## src/sv/tre_pkg.sv

```systemverilog
// ----------------------------------------------------------------------------
// tre_pkg
// Shared constants and types for the Toeplitz randomness extractor.
// ----------------------------------------------------------------------------
package tre_pkg;

  // Fixed field widths on the ports
  localparam int unsigned RAW_FIELD_W = 64;
  localparam int unsigned OUT_FIELD_W = 32;
  localparam int unsigned LFSR_W      = 32;

  // Default generics
  localparam int unsigned RAW_WIDTH_DEF = 64;
  localparam int unsigned OUT_WIDTH_DEF = 32;

  // LFSR: start value after reset and the two upper feedback taps
  localparam logic [LFSR_W-1:0] LFSR_RESET = 32'hBEEF_1234;
  localparam int unsigned       TAP_A      = 21;
  localparam int unsigned       TAP_B      = 31;

  // Seed generator states, one-hot
  typedef enum logic [1:0] {
    SG_BUILD = 2'b01,
    SG_READY = 2'b10
  } sg_state_t;

endpackage

```

## src/sv/tre_seed_gen.sv

```systemverilog
// ----------------------------------------------------------------------------
// tre_seed_gen
// Expands the LFSR start value into the Toeplitz seed, one seed bit a cycle.
// ----------------------------------------------------------------------------
module tre_seed_gen #(
  parameter int unsigned SEED_W = tre_pkg::RAW_WIDTH_DEF + tre_pkg::OUT_WIDTH_DEF - 1
) (
  input  logic                        clk,
  input  logic                        rst_n,
  input  logic                        cfg_tvalid,
  output logic                        cfg_tready,
  input  logic [tre_pkg::LFSR_W-1:0]  cfg_tdata,
  output logic [SEED_W-1:0]           seed,
  output logic                        seed_ok
);

  localparam int unsigned CNT_W = (SEED_W > 1) ? $clog2(SEED_W) : 1;

  tre_pkg::sg_state_t          state_r, state_nxt;
  logic [tre_pkg::LFSR_W-1:0]  lfsr_r, lfsr_nxt;
  logic [CNT_W-1:0]            cnt_r, cnt_nxt;
  logic [SEED_W-1:0]           seed_r, seed_nxt;
  logic                        fb;

  assign cfg_tready = 1'b1;
  assign seed       = seed_r;
  assign seed_ok    = (state_r == tre_pkg::SG_READY);

  assign fb = lfsr_r[0] ^ lfsr_r[1] ^ lfsr_r[tre_pkg::TAP_A] ^ lfsr_r[tre_pkg::TAP_B];

  always_comb begin
    state_nxt = state_r;
    lfsr_nxt  = lfsr_r;
    cnt_nxt   = cnt_r;
    seed_nxt  = seed_r;
    case (state_r)
      tre_pkg::SG_BUILD: begin
        // seed bit k lands at index k after SEED_W shifts
        seed_nxt = {lfsr_r[0], seed_r[SEED_W-1:1]};
        lfsr_nxt = {fb, lfsr_r[tre_pkg::LFSR_W-1:1]};
        cnt_nxt  = cnt_r + CNT_W'(1);
        if (cnt_r == CNT_W'(SEED_W - 1)) begin
          state_nxt = tre_pkg::SG_READY;
        end
      end
      tre_pkg::SG_READY: begin
      end
      default: begin
        state_nxt = tre_pkg::SG_BUILD;
        cnt_nxt   = '0;
      end
    endcase
    // a new start value restarts the expansion
    if (cfg_tvalid) begin
      state_nxt = tre_pkg::SG_BUILD;
      lfsr_nxt  = cfg_tdata;
      cnt_nxt   = '0;
    end
  end

  always_ff @(posedge clk) begin
    if (!rst_n) begin
      state_r <= tre_pkg::SG_BUILD;
      lfsr_r  <= tre_pkg::LFSR_RESET;
      cnt_r   <= '0;
    end else begin
      state_r <= state_nxt;
      lfsr_r  <= lfsr_nxt;
      cnt_r   <= cnt_nxt;
    end
  end

  always_ff @(posedge clk) begin
    seed_r <= seed_nxt;
  end

endmodule

```

## src/sv/toeplitz_randomness_extractor.sv

```systemverilog
// ----------------------------------------------------------------------------
// toeplitz_randomness_extractor
// GF(2) Toeplitz hashing of raw random words into shorter extracted words.
// ----------------------------------------------------------------------------
// Each input item is one raw word; each result item holds the parities of the
// raw word ANDed with the OUT_WIDTH rows of a Toeplitz matrix. The matrix
// seed is the bit-0 stream of a 32-bit right-shifting LFSR (taps 0, 1, 21, 31)
// loaded from the configuration register. After reset, and after every
// configuration write, the seed is rebuilt one bit per cycle; in_tready stays
// low meanwhile. Once the seed is ready the block takes one item per clock
// while intake is not stalled; each raw word is held in the input register,
// then a bank of parity trees loads its result into the result register,
// which drives out_tvalid. Back-pressure on the output only stalls intake
// once both registers are full.
// ----------------------------------------------------------------------------
module toeplitz_randomness_extractor #(
  parameter int unsigned RAW_WIDTH = tre_pkg::RAW_WIDTH_DEF,
  parameter int unsigned OUT_WIDTH = tre_pkg::OUT_WIDTH_DEF
) (
  input  logic                             clk,
  input  logic                             rst_n,
  // configuration write channel
  input  logic                             cfg_tvalid,
  output logic                             cfg_tready,
  input  logic [tre_pkg::LFSR_W-1:0]       cfg_tdata,    // [31:0] lfsr_start
  // raw input stream
  input  logic                             in_tvalid,
  output logic                             in_tready,
  input  logic [tre_pkg::RAW_FIELD_W-1:0]  in_tdata,     // [63:0] raw_word
  // extracted output stream
  output logic                             out_tvalid,
  input  logic                             out_tready,
  output logic [tre_pkg::OUT_FIELD_W-1:0]  out_tdata     // [31:0] extracted_word
);

  localparam int unsigned SEED_W   = RAW_WIDTH + OUT_WIDTH - 1;
  localparam int unsigned EXT_W    = (OUT_WIDTH > tre_pkg::OUT_FIELD_W) ?
                                     OUT_WIDTH : tre_pkg::OUT_FIELD_W;

  logic [SEED_W-1:0]               seed;
  logic                            seed_ok;

  // input register
  logic                            s1_valid_r;
  logic [RAW_WIDTH-1:0]            raw_r;
  // result register
  logic                            out_valid_r;
  logic [tre_pkg::OUT_FIELD_W-1:0] out_data_r;

  logic                            s2_ready;
  logic                            s1_ready;
  logic                            in_acc;
  logic                            s1_move;
  logic [RAW_WIDTH-1:0]            raw_rev;
  logic [OUT_WIDTH-1:0]            res_full;
  logic [EXT_W-1:0]                res_ext;

  tre_seed_gen #(
    .SEED_W (SEED_W)
  ) u_seed_gen (
    .clk        (clk),
    .rst_n      (rst_n),
    .cfg_tvalid (cfg_tvalid),
    .cfg_tready (cfg_tready),
    .cfg_tdata  (cfg_tdata),
    .seed       (seed),
    .seed_ok    (seed_ok)
  );

  // Handshake: each stage takes a new item when empty or draining
  assign s2_ready  = !out_valid_r || out_tready;
  assign s1_ready  = !s1_valid_r || s2_ready;
  assign in_tready = s1_ready && seed_ok;
  assign in_acc    = in_tvalid && in_tready;
  assign s1_move   = s1_valid_r && s2_ready;

  // Raw bit j (first bit first) sits at word bit RAW_WIDTH-1-j
  always_comb begin
    for (int j = 0; j < RAW_WIDTH; j++) begin
      raw_rev[j] = raw_r[RAW_WIDTH-1-j];
    end
  end

  // One parity tree per matrix row; row i is seed[i +: RAW_WIDTH]
  always_comb begin
    for (int i = 0; i < OUT_WIDTH; i++) begin
      res_full[OUT_WIDTH-1-i] = ^(raw_rev & seed[i +: RAW_WIDTH]);
    end
  end

  // Rows beyond the output field are dropped, missing ones read as zero
  assign res_ext = EXT_W'(res_full);

  always_ff @(posedge clk) begin
    if (!rst_n) begin
      s1_valid_r  <= 1'b0;
      out_valid_r <= 1'b0;
    end else begin
      if (s1_ready) begin
        s1_valid_r <= in_acc;
      end
      if (s2_ready) begin
        out_valid_r <= s1_valid_r;
      end
    end
  end

  always_ff @(posedge clk) begin
    if (in_acc) begin
      raw_r <= in_tdata[RAW_WIDTH-1:0];
    end
    if (s1_move) begin
      out_data_r <= res_ext[tre_pkg::OUT_FIELD_W-1:0];
    end
  end

  assign out_tvalid = out_valid_r;
  assign out_tdata  = out_data_r;

endmodule
```

## config.mk

```make
export PLATFORM = sky130hd
export DESIGN_NAME = toeplitz_randomness_extractor
export DESIGN_NICKNAME = d
export VERILOG_FILES = /design/src/sv/tre_pkg.sv /design/src/sv/tre_seed_gen.sv /design/src/sv/toeplitz_randomness_extractor.sv
export SDC_FILE = /design/constraint.sdc
export NUM_CORES = 2
export LEC_CHECK = 0
export BUFFER_PORTS_ARGS = -buffer_cell sky130_fd_sc_hd__buf_4
export CAP_MARGIN = 20
export CORE_MARGIN = 2
export CORE_UTILIZATION = 30
export CTS_CLUSTER_DIAMETER = 40
export CTS_CLUSTER_SIZE = 20
export DETAILED_ROUTE_END_ITERATION = 7
export SLEW_MARGIN = 20
export SYNTH_ARGS = -nofsm -noshare
export SYNTH_HDL_FRONTEND = slang
export SYNTH_SLANG_ARGS = --single-unit
```

## constraint.sdc

```tcl
create_clock -name clk -period 4.15 [get_ports clk]
set_input_delay 1.245 -clock clk [delete_from_list [all_inputs] [get_ports clk]]
set_output_delay 1.245 -clock clk [all_outputs]
set_load 0.05 [all_outputs]
```

# ---- Word-level counts from Yosys, hierarchy flattened
# Cells that the tools add are included.
dict set report op_classes {
  bitwise_logic 37
  n_reduce_logical 42
  eq_ne 4
  muxes 5
  addsub 1
}
# operator n
set ops {}
lappend ops {{$and A64 B64 Y64} 32}
lappend ops {{$reduce_xor A64 Y1} 32}
lappend ops {{$mux W32} 2}
lappend ops {{$pmux W7 S2} 1}
lappend ops {{$add A7 B1 Y7 const B} 1}
lappend ops {{$eq A7 B7 Y1 const B} 1}
lappend ops {{$pmux W2 S2} 1}
lappend ops {{$logic_and A1 B1 Y1} 3}
lappend ops {{$xor A1 B1 Y1} 3}
lappend ops {{$eq A2 B1 Y1 const B} 1}
lappend ops {{$eq A2 B2 Y1 const B} 1}
lappend ops {{$logic_not A1 Y1} 2}
lappend ops {{$logic_or A1 B1 Y1} 2}
lappend ops {{$mux W2} 1}
lappend ops {{$ne A2 B1 Y1 const B} 1}
lappend ops {{$not A1 Y1} 2}
lappend ops {{$reduce_and A2 Y1} 1}
lappend ops {{$reduce_bool A2 Y1} 1}
lappend ops {{$reduce_or A2 Y1} 1}
dict set report word_totals {
  regBits 234
  wordCells 97
  output_inout_bits 35
  in_bits 101
}

# ---- Depth between registers and ports, before layout
dict set report depth {
  ltp_word 5
  mapped_depth 9
  ltp_nobuf 7
}

# ---- Modules after synthesis
# From an unflattened synthesis, not the netlist that was laid out.
dict set report hier_totals {
  hier_cells 4855
  area_unflattened_um2 35258.8
}
# mod seq_area_each_um2 area_per_inst_um2 instances cells_each
set by_module_without_submodules {}
lappend by_module_without_submodules {toeplitz_randomness_extractor 2922.8 30347.9 1 4554}
lappend by_module_without_submodules {tre_seed_gen 3673.5 4911.0 1 301}

# ---- Worst setup path after synthesis
# No wires, ideal clock.
dict set report synth_path {
  kind {input port to flip-flop}
  startpoint {input out_tready}
  endpoint {register raw_r[0], enable pin}
  setup_time_ps 429
  path_stages 3
  n_path_buf 0
  required_time_ps 3721
  setup_slack_ps -452
  t_arrival_ps 4173
  path_cell_list {nor2b_1 a21boi_0 and2_1}
}
dict set report synth_via {
  elab_chain_len 4
}
# item line_no
set synth_lines {}
lappend synth_lines {{start, declared} toeplitz_randomness_extractor.sv:32} ;# input logic out_tready,
lappend synth_lines {{$logic_or A1 B1 Y1} toeplitz_randomness_extractor.sv:71} ;# assign s2_ready = !out_valid_r || out_tready;
lappend synth_lines {{$logic_or A1 B1 Y1} toeplitz_randomness_extractor.sv:72} ;# assign s1_ready = !s1_valid_r || s2_ready;
lappend synth_lines {{$logic_and A1 B1 Y1} toeplitz_randomness_extractor.sv:73} ;# assign in_tready = s1_ready && seed_ok;
lappend synth_lines {{net in_tready} toeplitz_randomness_extractor.sv:28} ;# output logic in_tready,
lappend synth_lines {{$logic_and A1 B1 Y1} toeplitz_randomness_extractor.sv:74} ;# assign in_acc = in_tvalid && in_tready;
lappend synth_lines {{net in_acc} toeplitz_randomness_extractor.sv:52} ;# logic in_acc;
lappend synth_lines {{end signal, assigned} toeplitz_randomness_extractor.sv:110} ;# raw_r <= in_tdata[RAW_WIDTH-1:0];
lappend synth_lines {{end, declared} toeplitz_randomness_extractor.sv:45} ;# logic [RAW_WIDTH-1:0] raw_r;
# The timed path passes the listed nets, and every way through them passes these cells.
# A chain may end at the register's enable or synchronous reset.

# ---- Final worst setup path
dict set report layout_path {
  startpoint {register raw_r[43]}
  endpoint {register out_data_r (netlist bit out_tdata[6]), data pin}
}
dict set report layout_via {
  elab_chain_len 2
}
# item line_no
set layout_lines {}
lappend layout_lines {{$and A64 B64 Y64} toeplitz_randomness_extractor.sv:87} ;# res_full[OUT_WIDTH-1-i] = ^(raw_rev & seed[i +: RAW_WIDTH]);
lappend layout_lines {{$reduce_xor A64 Y1} toeplitz_randomness_extractor.sv:87}
lappend layout_lines {{net res_ext[6]} toeplitz_randomness_extractor.sv:56} ;# logic [EXT_W-1:0] res_ext;
lappend layout_lines {{end signal, assigned} toeplitz_randomness_extractor.sv:113} ;# out_data_r <= res_ext[tre_pkg::OUT_FIELD_W-1:0];
lappend layout_lines {{end, declared} toeplitz_randomness_extractor.sv:48} ;# logic [tre_pkg::OUT_FIELD_W-1:0] out_data_r;
# The timed path passes the listed nets, and every way through them passes these cells.

==> summary.md <==
| Metric | Value |
|---|---|
| Outcome | finished, violations left |
| Failing checks | design-rule violations |
| RSZ-0062 raised after global routing | false |
| CTS Buffer Depth | 3 |
| Nets | 4989 |
| Syn-to-layout area delta | 13.4% |
| Leakage | 0.0117 µW |
| Final hold vios | 0 |
| Share of the synthesized area in the top cell type | 0.384 |
| Flop pwr share | 0.299 |
| Slew headroom | 0.0253 |
| Period utilization | 0.841 |
| Hold_sp | u_seed_gen.seed[72] |
| Setup TNS | 0 ps |
| Worst Setup SP | raw_r[43] |
| Via density | 5.71 |
| Total number of yosys warnings | 0 |
| Sw Ratio | 0.339 |
| Startpoint class of the critical path | flip-flop |
| Starting DRC count in detailed routing | 7425 |
| Post-Syn Instances | 4853 |
| Clock root cell | clkbuf_16 |
| CTS tree | built |
| Hold_buf cts | 0 |
| Global-route wire length before repair | 257000 µm |
| Max Clk Rate | 0.286 GHz |
| Max-cap check violation count | 0 |
| Highest-delay cell along the critical path | edfxtp_1 |
| I/O Pins | 136 |
| Simple-gate share of the synthesized area | 0.229 |
| Adder-Cell Fraction of Synth Area | 0.000713 |
| CTS H-tree lvls | 2 |
| XOR/XNOR Fraction of Synth Area | 0.505 |
| Core Area | 0.116 mm² |
| Post-Layout Cell Count | 6455 |
| Post-CTS Setup Bufs | 0 |
| Syn Area/Cell | 7.24 µm² |
| Antenna violations before repair | 9 |
| Top FF cell, synth | edfxtp_1 |
| Power density over the cells | 238 mW/mm² |
| Fillers | 12200 |
| Slew Limit Fails | 0 |
| RR Startpoint | raw_r[43] |
| Chip Height | 346 µm |
| Via count | 36800 |
| Synth Area in Compound Gates | 0.00356 |
| Largest area contributor in the netlist | xnor2_1 |
| HPWL Detailed | 110000 µm |
| Initial core utilization | 0.302 |
| Die width | 346 µm |
| Vias in the first global route | 35000 |
| Clock share of power | 0.397 |
| IO Port Bufs | 134 |
| Remaining antenna violation count | 0 |
| Crit path largest cell delay | 1250 ps |
| Crit Path Max Fanout | 12 |
| Worst setup EP type | flip-flop |
| Synth top area cells | xnor2_1, nand2_1, edfxtp_1, xor2_1, buf_2 |
| Setup-failing EPs final | 0 |
| Largest net degree at the start of global routing | 71 |
| Routed WL | 186000 µm |
| Yosys reg bits | 234 |
| Clock Sinks | 234 |
| Critical Path RT | 4470 ps |
| Drc violations | 5 |
| Clk slew on worst S/H paths | 60 ps |
| Design Area, Final | 0.0398 mm² |
| Clock Skew | 50.8 ps |
| Synthesized cell area | 0.0351 mm² |
| Sequential-to-total area share from yosys stat | 0.188 |
| Min-Delay Path Class | reg -> reg |
| Placed insts | 6362 |
| Pwr Total | 9480 µW |
| Internal power | 6270 µW |
| Largest family of logic cells by synthesized area | XOR/XNOR gates |
| GRT Residual Overflow | 0 |
| Final min period | 3490 ps |
| Share of cells above drive strength 1 | 0.0979 |
| Hold_ws | 471 ps |
| Worst ir drop on vdd | 0.276 mV |
| CP Cell Sequence | buf_4 > nand2_1 > xnor2_1 > xnor2_1 > xnor2_1 > xnor2_1 > xnor2_1 > xnor2_1 |
| Resize count post-CTS | 0 |
| Post-synthesis mux area share | 0.0146 |
| GR Util All Layers | 0.298 |
| Combinational Power Share | 0.304 |
| Critical Path Most Common Cell | xnor2_1 |
| Most common cell in the synthesized netlist | nand2_1 |
| Placer Congestion | 0.997 |
| Critical path arrival | 3810 ps |
| Clock Latency Late Sink | 650 ps |
| Post-synth EDFFs | 191 |
| Worst-margin pin slew | 1460 ps |
| NetSw | 3220 µW |
| Post-synth top cells | nand2_1, xnor2_1, xor2_1 |
| Syn nets | 4956 |
| Num CTS Buffers | 45 |
| Async SR Flop Fraction | 0 |
| Post-DP Area | 0.0382 mm² |
| WL per Instance | 28.8 µm |
| Die Area | 0.120 mm² |
| Initial DRT Pass Iterations | 8 |
| Row count | 125 |
| Setup Crit Path Kind | reg -> reg |
| Synth cell types | 29 |
-- power groups by stage --
stage | logic [µW] | registers (µW) | clock network (µW)
floorplan | 2070 | 2760 | 0
global placement | 2710 | 2860 | 0
detailed placement | 2750 | 2860 | 0
CTS | 2760 | 2810 | 3840
global route | 3020 | 2820 | 3930
finish | 2880 | 2840 | 3760
-- area by class of cell --
type / instances / area [µm²] / share of cell area
flip-flops and latches: 234 / 6600 / 0.166
diodes: 9 / 22.5 / 0.000566
multi-input cells: 4218 / 26400 / 0.664
clock buffers: 51 / 1170 / 0.0294
inverters: 3 / 11.3 / 0.000283
repair buffers: 384 / 3290 / 0.0826
well taps: 1524 / 1910 / 0.0479
clock inverters: 32 / 384 / 0.00965
-- cell usage in the layout, fill, tap and decap left out, drive strengths merged --
cell type	synthesis	final
mux2	17	17
nand2	2084	2084
nand3	1	1
ha	2	2
diode	0	9
and2	15	15
bufinv	0	3
conb	1	1
a21oi	3	3
nor2b	7	7
inv	3	14
clkbuf	14	51
o21a	1	1
clkinvlp	0	3
xor2	482	482
a22oi	1	1
o21ai	16	16
nand2b	1	1
buf	384	384
a21boi	1	1
o21bai	1	1
edfxtp	191	191
or3	1	1
clkinv	0	15
mux2i	32	32
dfxtp	43	43
xnor2	1541	1541
nor2	9	9
nand4b	2	2
-- per-stage QoR --
| stage | utilization | setup WS [ps] |
|---|---|---|
| CTS | 0.342 | 803 |
| floorplan | - | 196 |
| global placement | 0.328 | 833 |
| detailed placement | 0.329 | 811 |
| finish | 0.343 | 658 |
| global route | 0.342 | 718 |
-- final timing paths --
check	cells past startpoint	end	slack (ps)
worst max-delay path	8	out_tdata[6]	660
worst min register to register	0	u_seed_gen.seed[71]	470
worst max register to register	8	out_tdata[6]	660
worst min-delay path	0	u_seed_gen.seed[71]	470
-- routing by layer --
metal,GRT usage,vias to the layer above,part of all wire
li1,-,14600,-
met3,0.145,1579,0.19
met1,0.358,16600,0.34
met2,0.400,4122,0.37
met4,0.232,6,0.11
met5,0.00240,-,0.00026
-- worst max-delay path, delay by kind of cell, from the launching register on --
kind / cells / cell delay [ps]
DFF: 1 / 1250
and+or+nand+nor: 1 / 100
buffers and inverters: 1 / 390
xor gates and xnor gates: 6 / 1420
-- registers in the layout (all words and copies together) (netlist names) --
| signal | cells |
|---|---|
| out_tdata | 32 |
| out_tvalid | 1 |
| raw_r | 64 |
| s1_valid_r | 1 |
| u_seed_gen.cnt_r | 7 |
| u_seed_gen.lfsr_r | 32 |
| u_seed_gen.seed | 95 |
| u_seed_gen.state_r | 2 |
-- kinds of logic (layout without fill, tap and decap cells) --
kind of cell	Yosys count	count (layout)
adders and majority gates	2	2
AOI/OAI and AO/OA	23	23
other	1	10
DFF	234	234
buffers and inverters	401	470
muxes	49	49
xor gates and xnor gates	2023	2023
and+or+nand+nor	2120	2120
Power figures use the tool's default switching activity.
